**src/rtl/fsp_pkg.sv**
```systemverilog
// Types, character codes and helper functions for the format specifier parser.
`default_nettype none
package fsp_pkg;

    typedef struct packed {
        logic [7:0]         ch;
        logic signed [31:0] star_arg;
    } fsp_in_t;

    typedef struct packed {
        logic [1:0]         status;
        logic [4:0]         flag_mask;
        logic [30:0]        field_width;
        logic signed [31:0] precision;
        logic [1:0]         h_count;
        logic [1:0]         l_count;
        logic               j_seen;
        logic               z_seen;
        logic [7:0]         type_char;
    } fsp_out_t;

    typedef enum logic [3:0] {
        MODE_IDLE  = 4'b0001,
        MODE_WIDTH = 4'b0010,
        MODE_DOT   = 4'b0100,
        MODE_PREC  = 4'b1000
    } mode_t;

    typedef struct packed {
        mode_t              mode;
        logic [4:0]         flags;
        logic [30:0]        width;
        logic signed [31:0] precision;
        logic [1:0]         h_cnt;
        logic [1:0]         l_cnt;
        logic               j_mod;
        logic               z_mod;
    } fsp_state_t;

    localparam logic [1:0] STATUS_MORE  = 2'd0;
    localparam logic [1:0] STATUS_DONE  = 2'd1;
    localparam logic [1:0] STATUS_ERROR = 2'd2;

    localparam logic [7:0] CH_HASH  = 8'h23;
    localparam logic [7:0] CH_ZERO  = 8'h30;
    localparam logic [7:0] CH_ONE   = 8'h31;
    localparam logic [7:0] CH_NINE  = 8'h39;
    localparam logic [7:0] CH_MINUS = 8'h2D;
    localparam logic [7:0] CH_PLUS  = 8'h2B;
    localparam logic [7:0] CH_SPACE = 8'h20;
    localparam logic [7:0] CH_DOT   = 8'h2E;
    localparam logic [7:0] CH_STAR  = 8'h2A;
    localparam logic [7:0] CH_H     = 8'h68;
    localparam logic [7:0] CH_L     = 8'h6C;
    localparam logic [7:0] CH_J     = 8'h6A;
    localparam logic [7:0] CH_Z     = 8'h7A;
    localparam logic [7:0] CH_NUL   = 8'h00;

    localparam int FLAG_HASH  = 0;
    localparam int FLAG_ZERO  = 1;
    localparam int FLAG_MINUS = 2;
    localparam int FLAG_PLUS  = 3;
    localparam int FLAG_SPACE = 4;

    localparam logic [30:0]        VAL_MAX   = 31'h7FFF_FFFF;
    localparam logic signed [31:0] PREC_NONE = 32'hFFFF_FFFF;

    localparam fsp_state_t RESET_STATE = '{
        mode:      MODE_IDLE,
        flags:     5'd0,
        width:     31'd0,
        precision: PREC_NONE,
        h_cnt:     2'd0,
        l_cnt:     2'd0,
        j_mod:     1'b0,
        z_mod:     1'b0
    };

    function automatic logic is_digit(input logic [7:0] c);
        return (c >= CH_ZERO) && (c <= CH_NINE);
    endfunction

    // v * 10 + d, saturating at VAL_MAX
    function automatic logic [30:0] accumulate(input logic [30:0] v, input logic [3:0] d);
        logic [34:0] r;
        r = {1'b0, v, 3'b000} + {3'b000, v, 1'b0} + {31'd0, d};
        if (r > {4'd0, VAL_MAX})
            return VAL_MAX;
        return r[30:0];
    endfunction

    function automatic fsp_out_t make_result(input fsp_state_t s, input logic [1:0] status,
                                             input logic [7:0] type_char);
        fsp_out_t r;
        r.status      = status;
        r.flag_mask   = s.flags;
        r.field_width = s.width;
        r.precision   = s.precision;
        r.h_count     = s.h_cnt;
        r.l_count     = s.l_cnt;
        r.j_seen      = s.j_mod;
        r.z_seen      = s.z_mod;
        r.type_char   = type_char;
        return r;
    endfunction

endpackage
`default_nettype wire

```
**src/rtl/fsp_step.sv**
```systemverilog
// Next-state and result logic for one character of a conversion specification.
`default_nettype none
module fsp_step (
    input  fsp_pkg::fsp_state_t cur,
    input  fsp_pkg::fsp_in_t    item,
    output fsp_pkg::fsp_state_t nxt,
    output fsp_pkg::fsp_out_t   res
);
    import fsp_pkg::*;

    fsp_state_t  st;
    logic        handled;
    logic        fail;
    logic        done;
    logic        digit;
    logic [3:0]  dval;
    logic        mods;
    logic [31:0] mag;
    logic [7:0]  c;

    always_comb
    begin
        c       = item.ch;
        st      = cur;
        handled = 1'b0;
        fail    = 1'b0;
        done    = 1'b0;
        digit   = is_digit(c);
        dval    = c[3:0];
        mods    = (|cur.h_cnt) | (|cur.l_cnt) | cur.j_mod | cur.z_mod;
        mag     = item.star_arg[31] ? (32'd0 - item.star_arg) : item.star_arg;

        case (cur.mode)
            MODE_WIDTH:
            begin
                if (digit)
                begin
                    st.width = accumulate(cur.width, dval);
                    handled  = 1'b1;
                end
                else
                begin
                    st.mode = MODE_IDLE;
                end
            end
            MODE_DOT:
            begin
                st.mode = MODE_IDLE;
                if (c == CH_STAR)
                begin
                    st.precision = item.star_arg[31] ? PREC_NONE : item.star_arg;
                    handled      = 1'b1;
                end
                else if (digit)
                begin
                    st.precision = {28'd0, dval};
                    st.mode      = MODE_PREC;
                    handled      = 1'b1;
                end
            end
            MODE_PREC:
            begin
                if (digit)
                begin
                    st.precision = {1'b0, accumulate(cur.precision[30:0], dval)};
                    handled      = 1'b1;
                end
                else
                begin
                    st.mode = MODE_IDLE;
                end
            end
            default:
            begin
                st.mode = MODE_IDLE;
            end
        endcase

        if (!handled)
        begin
            case (c)
                CH_HASH:  st.flags[FLAG_HASH]  = 1'b1;
                CH_ZERO:  st.flags[FLAG_ZERO]  = 1'b1;
                CH_MINUS: st.flags[FLAG_MINUS] = 1'b1;
                CH_PLUS:  st.flags[FLAG_PLUS]  = 1'b1;
                CH_SPACE: st.flags[FLAG_SPACE] = 1'b1;
                CH_H:     if (st.h_cnt != 2'd3) st.h_cnt = st.h_cnt + 2'd1;
                CH_L:     if (st.l_cnt != 2'd3) st.l_cnt = st.l_cnt + 2'd1;
                CH_J:     st.j_mod = 1'b1;
                CH_Z:     st.z_mod = 1'b1;
                CH_DOT:
                begin
                    if (mods)
                    begin
                        fail = 1'b1;
                    end
                    else
                    begin
                        st.precision = 32'sd0;
                        st.mode      = MODE_DOT;
                    end
                end
                CH_STAR:
                begin
                    if (mods || (st.precision != PREC_NONE))
                    begin
                        fail = 1'b1;
                    end
                    else
                    begin
                        if (item.star_arg[31])
                            st.flags[FLAG_MINUS] = 1'b1;
                        // magnitude of the most negative argument saturates
                        st.width = mag[31] ? VAL_MAX : mag[30:0];
                    end
                end
                default:
                begin
                    if ((c >= CH_ONE) && (c <= CH_NINE))
                    begin
                        if (mods || (st.precision != PREC_NONE))
                        begin
                            fail = 1'b1;
                        end
                        else
                        begin
                            st.width = {27'd0, dval};
                            st.mode  = MODE_WIDTH;
                        end
                    end
                    else
                    begin
                        done = 1'b1;
                    end
                end
            endcase
        end

        if (fail)
        begin
            nxt = RESET_STATE;
            res = make_result(RESET_STATE, STATUS_ERROR, CH_NUL);
        end
        else if (done)
        begin
            nxt = RESET_STATE;
            res = make_result(st, STATUS_DONE, c);
        end
        else
        begin
            nxt = st;
            res = make_result(st, STATUS_MORE, CH_NUL);
        end
    end

endmodule
`default_nettype wire

```
**src/rtl/format_spec_parser.sv**
```systemverilog
// Each character is held in the input register, and its result in the result register.
// Throughput: one character per cycle while the consumer takes results; fsp_step is combinational.
// A stalled result holds in the result register while the next character waits in the input
// register, so both sides keep moving whenever the consumer takes results.
// Reset (rst_n low, asynchronous) empties both registers and returns the parser to its idle
// state with no flags, zero width, no precision and no length modifiers.
`default_nettype none
module format_spec_parser (
    input  wire               clk,
    input  wire               rst_n,
    input  wire               in_valid,
    output logic              in_ready,
    input  fsp_pkg::fsp_in_t  in_data,
    output logic              out_valid,
    input  wire               out_ready,
    output fsp_pkg::fsp_out_t out_data
);
    import fsp_pkg::*;

    logic       in_valid_reg;
    fsp_in_t    in_data_reg;
    logic       out_valid_reg;
    fsp_out_t   out_data_reg;
    fsp_state_t state_reg;
    fsp_state_t state_next;
    fsp_out_t   step_res;
    logic       advance;

    fsp_step u_step (
        .cur  (state_reg),
        .item (in_data_reg),
        .nxt  (state_next),
        .res  (step_res)
    );

    assign advance   = in_valid_reg && (!out_valid_reg || out_ready);
    assign in_ready  = !in_valid_reg || advance;
    assign out_valid = out_valid_reg;
    assign out_data  = out_data_reg;

    always_ff @(posedge clk or negedge rst_n)
    begin
        if (!rst_n)
        begin
            in_valid_reg  <= 1'b0;
            out_valid_reg <= 1'b0;
            state_reg     <= RESET_STATE;
        end
        else
        begin
            if (in_ready)
                in_valid_reg <= in_valid;
            if (advance)
            begin
                out_valid_reg <= 1'b1;
                state_reg     <= state_next;
            end
            else if (out_ready)
            begin
                out_valid_reg <= 1'b0;
            end
        end
    end

    always_ff @(posedge clk)
    begin
        if (in_valid && in_ready)
            in_data_reg <= in_data;
        if (advance)
            out_data_reg <= step_res;
    end

    // an empty result register never blocks the input side
    a_no_block: assert property (@(posedge clk) disable iff (!rst_n)
        !out_valid_reg |-> in_ready)
        else $error("input stalled with empty result register");

    a_err_clears: assert property (@(posedge clk) disable iff (!rst_n)
        (advance && (step_res.status == STATUS_ERROR)) |=>
            (state_reg == RESET_STATE))
        else $error("state not cleared after error");

    a_done_clears: assert property (@(posedge clk) disable iff (!rst_n)
        (advance && (step_res.status == STATUS_DONE)) |=>
            (state_reg == RESET_STATE))
        else $error("state not cleared after complete specification");

    a_more_no_type: assert property (@(posedge clk) disable iff (!rst_n)
        (out_valid_reg && (out_data_reg.status == STATUS_MORE)) |->
            (out_data_reg.type_char == CH_NUL))
        else $error("type reported before specification complete");

    a_prec_nonneg: assert property (@(posedge clk) disable iff (!rst_n)
        (state_reg.mode == MODE_PREC) |-> !state_reg.precision[31])
        else $error("negative precision inside digit run");

endmodule
`default_nettype wire

```
**config.mk**
```make
export PLATFORM = sky130hd
export DESIGN_NAME = format_spec_parser
export DESIGN_NICKNAME = d
export VERILOG_FILES = /design/src/rtl/fsp_pkg.sv /design/src/rtl/fsp_step.sv /design/src/rtl/format_spec_parser.sv
export SDC_FILE = /design/constraint.sdc
export NUM_CORES = 1
export LEC_CHECK = 0
export ABC_AREA = 1
export BUFFER_PORTS_ARGS = -buffer_cell sky130_fd_sc_hd__buf_2
export CORE_MARGIN = 3
export CORE_UTILIZATION = 45
export CTS_CLUSTER_DIAMETER = 50
export CTS_CLUSTER_SIZE = 24
export DETAILED_ROUTE_END_ITERATION = 8
export PLACE_DENSITY_LB_ADDON = 0.25
export SLEW_MARGIN = 20
export SYNTH_ARGS = -nofsm -noshare
export SYNTH_HDL_FRONTEND = slang
export SYNTH_SLANG_ARGS = --single-unit
```
**constraint.sdc**
```tcl
create_clock -name clk -period 4.7 [get_ports clk]
set_clock_uncertainty 0.2 [all_clocks]
set_input_delay 0.47 -clock clk [delete_from_list [all_inputs] [get_ports clk]]
set_output_delay 0.47 -clock clk [all_outputs]
set_load 0.1 [all_outputs]
```
## Word level (Yosys, flattened, before mapping)

Cells that the tools add are included.
W data, S select, Z words.

| word-level totals | value |
|---|---|
| output and inout bits | 86 |
| register bits after elaboration | 204 |

| operators by class | value |
|---|---|
| $lt $le $gt $ge | 5 |
| reduce and logical (&&, ||, !) cells | 18 |
| bitwise gates (word level) | 4 |
| add/subtract/negate cells | 7 |
| muxes and demuxes | 63 |
| equality and inequality tests | 17 |

Operators by type and width:

| cell | count |
|---|---|
| $mux W31 | 10 |
| $mux W78 | 3 |
| $mux W32 | 7 |
| $mux W83 | 1 |
| $add A34 B32 Y35 | 2 |
| $add A35 B4 Y35 | 2 |
| $gt A35 B31 Y1 const B | 2 |
| $pmux W32 S2 | 1 |
| $pmux W31 S2 | 1 |
| $eq A8 B6 Y1 const B | 7 |
| $eq A8 B7 Y1 const B | 4 |
| $ne A32 B1 Y1 const B | 1 |
| $sub A1 B32 Y32 const A | 1 |
| $mux W1 | 25 |
| $mux W4 | 6 |
| $reduce_or A10 Y1 | 2 |
| $ge A8 B6 Y1 const B | 2 |
| $pmux W4 S2 | 2 |
| $reduce_or A11 Y1 | 1 |
| $reduce_or A9 Y1 | 1 |
| $le A8 B6 Y1 const B | 1 |
| $mux W2 | 4 |
| $reduce_or A2 Y1 | 4 |
| $add A2 B1 Y2 const B | 2 |
| other kinds (12) | 22 |

## Longest topological paths before layout

Gate-level depths: netlist (run 1).

| logic depth | value |
|---|---|
| depth after elaboration | 17 |
| mapped depth | 34 |

## By module

From an unflattened synthesis (run 1), not the netlist that was laid out.

| second synthesis, totals | value |
|---|---|
| cells, all modules | 2487 |
| area total of the unflattened synthesis | 17802.1 µm² |

Modules (own cells, without submodules):

| module | area each (µm²) | times used | cells each |
|---|---|---|---|
| fsp_step | 10849.2 | 1 | 2015 |
| format_spec_parser | 6952.9 | 1 | 472 |

## Worst setup path after synthesis (run 1)

No wires, ideal clock.

| path | value |
|---|---|
| path type | reg-to-reg |
| start | reg out_valid_reg, in the netlist out_valid |
| end | reg state_reg[75] (netlist bit) |
| slack | 0.263 ns |
| required time | 4.369 ns |
| clock period less this slack | 4.437 ns |
| cell stages (with the launch flop) | 7 |
| data arrival time | 4.106 ns |
| setup time | 0.131 ns |
| path through | dfrtp_1 > nand2_1 > nand2_1 > clkinv_1 > clkbuf_1 > o21ai_0 > o21ai_0 |

| between the ends | value |
|---|---|
| longest elaborated chain between the ends | 3 |

RTL lines:

| what | RTL line | text |
|---|---|---|
| from (decl) | format_spec_parser.sv:22 | `logic out_valid_reg;` |
| from (signal assigned) | format_spec_parser.sv:46 | `out_valid_reg <= 1'b0;` |
| from (signal assigned) | format_spec_parser.sv:55 | `out_valid_reg <= 1'b1;` |
| from (signal assigned) | format_spec_parser.sv:60 | `out_valid_reg <= 1'b0;` |
| $logic_not A1 Y1 | format_spec_parser.sv:36 | `assign advance = in_valid_reg && (!out_valid_reg \|\| out_ready);` |
| $logic_or A1 B1 Y1 | format_spec_parser.sv:36 |  |
| $logic_and A1 B1 Y1 | format_spec_parser.sv:36 |  |
| via advance | format_spec_parser.sv:27 | `logic advance;` |
| to (signal assigned) | format_spec_parser.sv:56 | `state_reg <= state_next;` |
| to (decl) | format_spec_parser.sv:24 | `fsp_state_t state_reg;` |

The timed path passes the listed nets, and every way through them passes these cells.
A chain may end at the register's enable or synchronous reset.

## Final worst setup path (run 1)

| path | value |
|---|---|
| start | reg state_reg[6] (netlist bit) |
| end | reg out_data_reg (netlist bit out_data[68]) (data pin) |

| between the ends | value |
|---|---|
| longest elaborated chain between the ends | 16 |
| elaborated cells on any way between the ends | 23 |

RTL lines:

| what | RTL line | text |
|---|---|---|
| $add A34 B32 Y35 | fsp_pkg.sv:86 | `r = {1'b0, v, 3'b000} + {3'b000, v, 1'b0} + {31'd0, d};` |
| $add A35 B4 Y35 | fsp_pkg.sv:86 |  |
| $gt A35 B31 Y1 | fsp_pkg.sv:87 | `if (r > {4'd0, VAL_MAX})` |
| $mux W1 | fsp_pkg.sv:87 |  |
| $mux W1 | fsp_step.sv:63 | `if (digit)` |
| $mux W1 | fsp_step.sv:33 | `case (cur.mode)` |
| $mux W31 | fsp_pkg.sv:89 | `return r[30:0];` |
| $mux W32 | fsp_step.sv:63 |  |
| $pmux W32 S2 * | fsp_step.sv:33 |  |
| $ne A32 B1 Y1 * | fsp_step.sv:105, fsp_step.sv:121 |  |
| $logic_or A1 B1 Y1 * | fsp_step.sv:105, fsp_step.sv:121 |  |
| $mux W31 | fsp_step.sv:121 | `if (mods \|\| (st.precision != PREC_NONE))` |
| $mux W31 | fsp_step.sv:119 | `if ((c >= CH_ONE) && (c <= CH_NINE))` |
| $pmux W31 S2 | fsp_step.sv:81 | `case (c)` |
| $mux W78 | fsp_step.sv:79 | `if (!handled)` |
| $mux W83 | fsp_step.sv:144 | `else if (done)` |
| to (signal assigned) | format_spec_parser.sv:70 | `out_data_reg <= step_res;` |
| to (decl) | format_spec_parser.sv:23 | `fsp_out_t out_data_reg;` |

Every way passes the cells marked *; elsewhere a longest branch is shown, timed or not. The select of a mux whose other input is x is not followed.

==> flow_summary.toml, run 1 <==
[floorplan]
dieArea_mm2 = 0.03872
rows = 69
initial_core_util_pct = 45.82
core_area_mm2 = 0.03574
pin_count = 130
die_w_um = 196.8
fp.dieH_um = 196.8

[timing]
grt_setup_unrepaired = "yes"
finalHoldViolations = 0
min_period_ps = 4617
tns_ps = 0
final_max_slew_viol_count = 0
post-route-period-util_pct = 98.23
setup_ws_ps = 83.28
worstMarginPinSlew_ps = 980.9
fmax_mhz = 216.6
finalSetupViolCount = 0
slew-limit-headroom_pct = 34.53

[routing]
postRouteAntennaNets = 0
drt_iter0_markers = 1553
vias = 16620
avgViaCountPerCell = 5.565
drt_first_pass_iters = 6
routed_wl_um = 57420
drcViolationCount = 0
wire_per_inst_um = 19.22

[synth]
synth_edf_count = 124
synth-main-ff-cell = "edfxtp_1"
yosysSeqAreaShare_pct = 35.21
synthesis.nets = 2356
synth_cell_types = 62
yosys.area.top_type = "edfxtp_1"
synth.area.top_cells = "edfxtp_1 (23%), nand2_1 (12%), ha_1 (9.4%)"
syn-mean-instance-area_um2 = 7.495
netlist_area_mm2 = 0.01638
yosysWarnings = 0
synthCells = 2185
postSynth.asyncResetShare_pct = 39.22
ys_ff_latch = 204
yosysTopAreaCellShare_pct = 22.74

[global_route]
grt_pass1_vias = 15690
grt_max_degree = 91
grt_pass1_wl_um = 87780
grt.total_usage_pct = 28.56
antenna_found_initial = 0
grt_overflow = 0

[power]
p_switching_mw = 1.748
powerDensity_mw_per_mm2 = 241.9
comb_power_share_pct = 21.8
p_leak_nw = 10.31
power.internal_mw = 3.308
vdd_ir_drop_max_mv = 0.2880
p_sw_share_pct = 34.57
fin_total_pwr_mw = 5.056
seqPwrFrac_pct = 41.2
clkPwrFrac_pct = 36.9

[setup_path]
cp-startpoint = "state_reg[6]"
rr_startpoint = "state_reg[6]"
reg2reg_depth = 32
slowest_delay_ps = 570
slowest_stage = "fa_2"
cp.arrival_ps = 4710
reg2reg_setup_slack_ps = 80
cp_max_fo = 8
worstPathRequired_ps = 4790
r2r-end = "out_data[68]"
end_kind = "register"
worstSetupPathType = "reg2reg"
start_kind = "register"
cp_common_cell = "nand2_2"

[cts]
clock_latency_ps = 530
numCtsBuffers = 23
cts_root_buffer = "clkbuf_16"
htreeDepth = 1
clkTransAtPathRegs_ps = 70
cts_sinks = 204
cts_buffer_depth = 3
cts_tree = "done"

[cells_and_area]
final_nets = 2680
diodes = 0
largest_reg_flops = 84
final_cells = 2987
drive_above_1_share_pct = 25.57
area_growth_pct = 27.65
fin_util_pct = 58.49

[worst_hold_path]
min_from = "out_ready"
holdPathEnd = "out_valid"
hold_depth = 4
hold_class = "in2reg"

[flow_run]
max_cap_violations = 0

[placement]
routabilityCongestion = 0.9798
dpl.hpwl_um = 43260
pre_cts_ws_ps = -265.0
dpl.cell_count = 2870
io_buffers = 129

[status]
status = "finished, final reports clean"
cell type report:
cell class,instances,area (µm²)
sequential,204,5767
clock inverter,17,205.2
multi-input combinational,1631,9807
timing repair buffer,387,2965
fill,3327,14840
tap,461,576.8
clock buffer,25,583.1
inverter,262,1001
metal layers:
metal  global-route usage, %  wire length, µm
met2                   43.77            25000
met5                       0                0
met1                   43.66            26550
met4                   5.861             1582
met3                   3.316             4288
cell families (layout without fill, tap and decap cells):
| group | Yosys count | after routing | synth area share [%] |
|---|---|---|---|
| AOI/OAI and AO/OA | 362 | 362 | 12.62 |
| xor gates and xnor gates | 71 | 71 | 3.797 |
| and+or+nand+nor | 1070 | 1071 | 29.51 |
| adders and majority gates | 127 | 127 | 9.886 |
| buffers and inverters | 351 | 691 | 8.977 |
| DFF | 204 | 204 | 35.21 |
worst max-delay path: cells and delay by family (launching register included):
| kind | cells | cell delay [ps] |
|---|---|---|
| simple gates | 20 | 1690 |
| buf+inv | 7 | 730 |
| flops | 1 | 540 |
| compound gates | 3 | 370 |
| fa+ha+maj | 2 | 830 |
what timing repair did:
action | in CTS | in global routing
cloned | 3 | 1
hold endpoints to repair | 72 | 0
hold buffers | 42 | 0
buffers inserted | 12 | 19
setup endpoints to repair | 104 | 152
gates resized for setup | 44 | 148
pin swaps | 31 | 65
synth_stat cells, drive strengths merged, types with 33 or more instances:
cell    instances
o21ai         119
a21oi         130
nand3         119
inv           260
nand4          69
xor2           42
dfstp          33
a31oi          49
buf            44
edfxtp        124
nand2         532
nor2          257
dfrtp          47
clkbuf         45
ha            123
layout by cell type, fill, tap and decap left out, types with 29 or more instances in the layout:
cell type      count
nand2_1          480
inv_1            239
nor2_1           213
buf_4            190
buf_2            128
edfxtp_1         124
ha_1             111
a21oi_1           99
nand3_1           93
o21ai_0           82
nand4_1           69
a31oi_1           48
dfrtp_1           47
xor2_1            42
dlygate4sd3_1     42
nand2_2           39
o21ai_1           33
dfstp_2           33
xnor2_1           29
how the worst max path moves through the flow:
stage	endpoint	slack [ps]	cells after the start
floorplan	state_reg[75]	260	6
global placement	out_data[33]	-120	29
detailed placement	out_data[27]	-270	29
CTS	out_data[56]	3	22
global route	out_data[67]	-150	31
finish	out_data[68]	80	32
power groups by stage:
stage          Combinational [mW]  Clock, mW  Sequential (mW)
5_1_grt                      1.17       1.96             2.09
2_1_floorplan               0.348          0             2.48
3_3_place_gp                0.999          0             2.12
6_report                     1.10       1.87             2.08
4_1_cts                      1.07       1.89             2.08
3_5_place_dp                 1.00          0             2.12
stage by stage:
step                hold WS [ps]  instance area [µm²]
global route               47.18                20910
floorplan                 -25.59                16380
detailed placement         266.3                18680
global placement           263.6                18680
finish                     14.37                20910
CTS                       0.7563                20180
No activity file was read; power rests on OpenSTA's default activity.
==> run 2, diff against run 1 <==
clock period = 4 ns   (was 4.7 ns; I/O delays follow)
==> run 2 against run 1 <==
Compared with the run above: the run now ends with negative setup slack left; critical path depth down 3; power up 23%; flip-flop and latch count unchanged; largest power group unchanged; highest routed layer unchanged.
==> flow_summary.toml, run 2 (synthesized netlist as in run 1, its figures left out) <==
[status]
status = "complete, but fails checks"
failed_checks = "negative setup slack"

[placement]
io_buffers = 129
dpl.hpwl_um = 44340
pre_cts_ws_ps = -751.0
routabilityCongestion = 0.9207

[routing]
postRouteAntennaNets = 0
drcViolationCount = 0
drt_first_pass_iters = 6
vias = 17390
drt_iter0_markers = 1862
avgViaCountPerCell = 5.586
routed_wl_um = 60990
wire_per_inst_um = 19.59

[setup_path]
start_kind = "register"
worstPathRequired_ps = 4250
cp.arrival_ps = 4930
cp_max_fo = 8
worstSetupPathType = "reg2reg"
path_buf_inv = 8
cp_common_cell = "nand2_2"
path_delay_family = "simple AND/OR/NAND/NOR gates"
slowest_stage = "dfstp_2"
end_kind = "register"
slowest_delay_ps = 540

[timing]
finalHoldViolations = 0
slew-limit-headroom_pct = 38.48
setup_ws_ps = -679.5
fmax_mhz = 213.7
worst_hold_slack_ps = 272.0
worstMarginPinSlew_ps = 919.5
finalSetupViolCount = 152
post-route-period-util_pct = 117.0
final_max_slew_viol_count = 0
min_period_ps = 4679
grt_setup_unrepaired = "yes"

[floorplan]
initial_core_util_pct = 45.82
fp.dieH_um = 196.8
core_area_mm2 = 0.03574
dieArea_mm2 = 0.03872
rows = 69
pin_count = 130
die_w_um = 196.8

[cts]
htreeDepth = 1
clock_latency_ps = 570
cts_root_buffer = "clkbuf_16"
cts_tree = "done"
clkTransAtPathRegs_ps = 70
cts_sinks = 204
numCtsBuffers = 24
cts_buffer_depth = 3

[global_route]
grt_pass1_vias = 16280
antenna_found_initial = 0
grt_pass1_wl_um = 91780
grt.total_usage_pct = 30.11
grt_max_degree = 64
grt_overflow = 0

[power]
seqPwrFrac_pct = 39.4
p_switching_mw = 2.164
clkPwrFrac_pct = 38.3
p_leak_nw = 11.10
powerDensity_mw_per_mm2 = 276.8
power.internal_mw = 4.050
fin_total_pwr_mw = 6.214
comb_power_share_pct = 22.3
p_sw_share_pct = 34.82
vdd_ir_drop_max_mv = 0.3614

[flow_run]
max_cap_violations = 0

[cells_and_area]
final_cell_mix = "nand2_1 (458), buf_4 (282), inv_1 (236)"
final_nets = 2805
mostFrequentLayoutCell = "nand2_1"
area_growth_pct = 37.10
drive_above_1_share_pct = 30.43
diodes = 0
largest_reg_flops = 84
multi_input_area_mm2 = 0.01001
seq_area_mm2 = 0.005767
fill_cells = 3194

[worst_hold_path]
hold_class = "in2async"
-- run 2: metrics by stage --
step           instance area [µm²]  utilization, %  TNS, ps  cells
2_1_floorplan                16480               -    -4609   2185
3_3_place_gp                 19490           54.54   -65610   2966
3_5_place_dp                 19490           54.54   -74360   2966
4_1_cts                      21750           60.86   -64500   3095
5_1_grt                      22450           62.82  -115670   3113
6_report                     22450           62.82   -82850   3113
-- run 2: path summary, 6_finish.rpt --
kind	start	to	slack [ps]	cells past startpoint
worst max-delay path	state_reg[6]	out_data[76]	-680	29
min in group clk	state_reg[69]	state_reg[69]	300	2
worst min-delay path	rst_n	state_reg[53]	270	2
max in group asynchronous	rst_n	state_reg[15]	2320	3
worst max register to register	state_reg[6]	out_data[76]	-680	29
worst min register to register	state_reg[69]	state_reg[69]	300	2
-- run 2: what timing repair did --
action | in CTS | in global routing
setup endpoints to repair | 152 | 152
endpoints found under the hold margin | 86 | 0
gates cloned | 10 | 4
pin swaps | 32 | 51
gates resized for setup | 116 | 147
hold buffers | 44 | 0
setup buffers | 31 | 18
-- run 2: final cells by class --
type | instances | share of cell area, %
Clock buffer | 28 | 2.875
Clock inverter | 16 | 1.076
Inverter | 262 | 4.447
Multi-Input combinational cell | 1631 | 44.57
Sequential cell | 204 | 25.68
Tap cell | 461 | 2.569
Timing Repair Buffer | 511 | 18.78
-- run 2: worst reg2reg max path: cells and delay by family (launching register included) --
family	cells	cell delay (ps)
and+or+nand+nor	17	1730
buffers and inverters	8	880
adders and majority gates	2	810
DFF	1	540
AOI/OAI and AO/OA	2	450
-- run 2: per-layer routing --
layer / share of wire, % / global-route usage (%) / vias up
met5: 0 / 0 / -
met4: 2.5 / 7.682 / 0
met3: 8.6 / 5.162 / 93
met2: 44 / 45.75 / 800
met1: 45 / 44.69 / 8244
li1: - / - / 8252
-- run 2: power groups by stage --
stage	Clock (mW)	Combinational, mW	Sequential (mW)
after floorplan	0	0.412	2.91
after global placement	0	1.19	2.49
after detailed placement	0	1.20	2.49
after CTS	2.40	1.35	2.45
after global routing	2.49	1.46	2.46
final	2.38	1.39	2.45
==> run 3, diff against run 2 <==
SETUP_SLACK_MARGIN = 0.5   (was not set)
clock period = 5.35 ns   (was 4 ns; I/O delays follow)
==> run 3 against run 2 <==
Compared with the run above: the flow now finishes without violations; register-to-register slack improved by 1300 ps; fmax fell by 0.78%; non-clock buffer count fell by 268; sequential power fell by 25%; power fell by 30%; combinational power fell by 35%; count of clock-buffer cells in the layout fell by 6; highest routed layer unchanged; clock power fell by 32%; flip-flop and latch count did not move; routed wire length fell by 8.8%; die area did not move.
==> flow_summary.toml, run 3 (synthesized netlist as in run 1, its figures left out) <==
[status]
status = "finished, final reports clean"

[cells_and_area]
final_nets = 2539
final_cell_mix = "nand2_1 (485), inv_1 (240), nor2_1 (213)"
drive_above_1_share_pct = 19.98
fill_cells = 3435
largest_reg_flops = 84
area_growth_pct = 18.77
diodes = 0
mostFrequentLayoutCell = "nand2_1"

[setup_path]
r2r-end = "out_data[74]"
rr_startpoint = "in_data_reg[35]"
cp.arrival_ps = 4790
reg2reg_depth = 20
start_kind = "register"
reg2reg_setup_slack_ps = 630
cp-startpoint = "in_data_reg[35]"
cp_max_fo = 13
critPathCapture = "out_data[74]"
worstSetupPathType = "reg2reg"
worstPathRequired_ps = 5420
end_kind = "register"

[timing]
finalSetupViolCount = 0
grt_setup_unrepaired = "no"
slew-limit-headroom_pct = 25.49
min_period_ps = 4716
final_max_slew_viol_count = 0
tns_ps = 0
setup_ws_ps = 634.0
worst_hold_slack_ps = 17.42
finalHoldViolations = 0
post-route-period-util_pct = 88.15
worstMarginPinSlew_ps = 1116
fmax_mhz = 212.0

[placement]
pre_cts_ws_ps = 103.7
dpl.hpwl_um = 41240
io_buffers = 129
routabilityCongestion = 1.002

[routing]
drt_first_pass_iters = 6
wire_per_inst_um = 19.56
avgViaCountPerCell = 5.657
drt_iter0_markers = 1941
routed_wl_um = 55620
drcViolationCount = 0
postRouteAntennaNets = 0
vias = 16080

[floorplan]
pin_count = 130
die_w_um = 196.8
dieArea_mm2 = 0.03872
initial_core_util_pct = 45.82
core_area_mm2 = 0.03574
rows = 69
fp.dieH_um = 196.8

[power]
power.internal_mw = 2.822
p_switching_mw = 1.524
powerDensity_mw_per_mm2 = 223.4
p_sw_share_pct = 35.06
vdd_ir_drop_max_mv = 0.2274
seqPwrFrac_pct = 42.1
p_leak_nw = 9.595
comb_power_share_pct = 20.8
clkPwrFrac_pct = 37.1

[global_route]
grt_overflow = 0
grt.total_usage_pct = 27.32
grt_pass1_vias = 14980
antenna_found_initial = 0
grt_max_degree = 64
grt_pass1_wl_um = 84160

[cts]
cts_buffer_depth = 3
cts_tree = "done"
clock_latency_ps = 510
clkTransAtPathRegs_ps = 80
numCtsBuffers = 21
cts_sinks = 204
htreeDepth = 1
cts_root_buffer = "clkbuf_16"

[worst_hold_path]
hold_class = "in2reg"

[flow_run]
max_cap_violations = 0
## run 3: changes by cell type in the layout (fill, tap and decap cells not counted), moves of 14 or more
cell,delta
nand2_4,-15
buf_4,-218
nand2_1,+27
o21ai_0,+19
buf_6,-21
nand3_1,+14
## run 3: final cells by class
type / instances / area (µm²) / share of cell area (%)
repair buffers: 243 / 1760 / 9.051
clock inverters: 15 / 240.2 / 1.235
clock buffers: 22 / 539.3 / 2.772
flip-flops and latches: 204 / 5767 / 29.65
well taps: 461 / 576.8 / 2.965
inverters: 262 / 991.0 / 5.095
multi-input cells: 1636 / 9577 / 49.23
## run 3: through the flow
step / util (%) / power, mW / std cells / cell area, µm²
floorplan: - / 2.487 / 2185 / 16380
global placement: 49.20 / 2.697 / 2738 / 17580
detailed placement: 49.20 / 2.702 / 2738 / 17580
CTS: 52.77 / 4.345 / 2818 / 18860
global route: 54.42 / 4.491 / 2843 / 19450
finish: 54.42 / 4.345 / 2843 / 19450
## run 3: timing repair
action                                  in CTS  in global routing
hold buffers                                37                  0
endpoints found under the hold margin       60                  0
pin swaps                                    5                 45
endpoints found under the setup margin     151                149
gates resized for setup                     21                111
gates cloned                                 2                  8
setup buffers                                4                 17
## run 3: metal layers
layer	global-route usage (%)	up-vias	wire length, µm
met5	0	-	0
met4	7.233	0	1913
met3	5.658	108	5266
met2	40.62	770	23650
met1	40.58	7505	24790
li1	-	7699	-
## run 3: how the worst min path moves through the flow
stage,from,endpoint,cells after the start
after detailed placement,state_reg[73],state_reg[73],2
after global placement,state_reg[73],state_reg[73],2
after floorplan,rst_n,in_valid_reg,0
after global routing,in_data[37],in_data_reg[37],1
final,in_data[25],in_data_reg[25],1
after CTS,in_data[25],in_data_reg[25],1
## run 3: worst max-delay path, cell delays in order, from the launching register on
cell       delay (ps)
edfxtp_1          410
buf_4             190
fa_1              560
inv_1              70
fa_2              400
nand3b_1          190
nand2_2           120
a21oi_2            80
o21ai_2           180
a21boi_2          110
o21ai_2           250
nand3_1           100
and2_4            170
o21ai_4           180
xor2_2            240
nand3_2           180
buf_4             200
clkbuf_16         160
o22ai_1           190
o21ai_1           110
and3_1            170
## run 3: power by group through the flow
stage | Clock (mW) | Sequential [mW] | Combinational, mW
finish | 1.61 | 1.83 | 0.904
CTS | 1.64 | 1.83 | 0.873
global route | 1.70 | 1.83 | 0.953
detailed placement | 0 | 1.86 | 0.841
floorplan | 0 | 2.18 | 0.305
global placement | 0 | 1.86 | 0.838
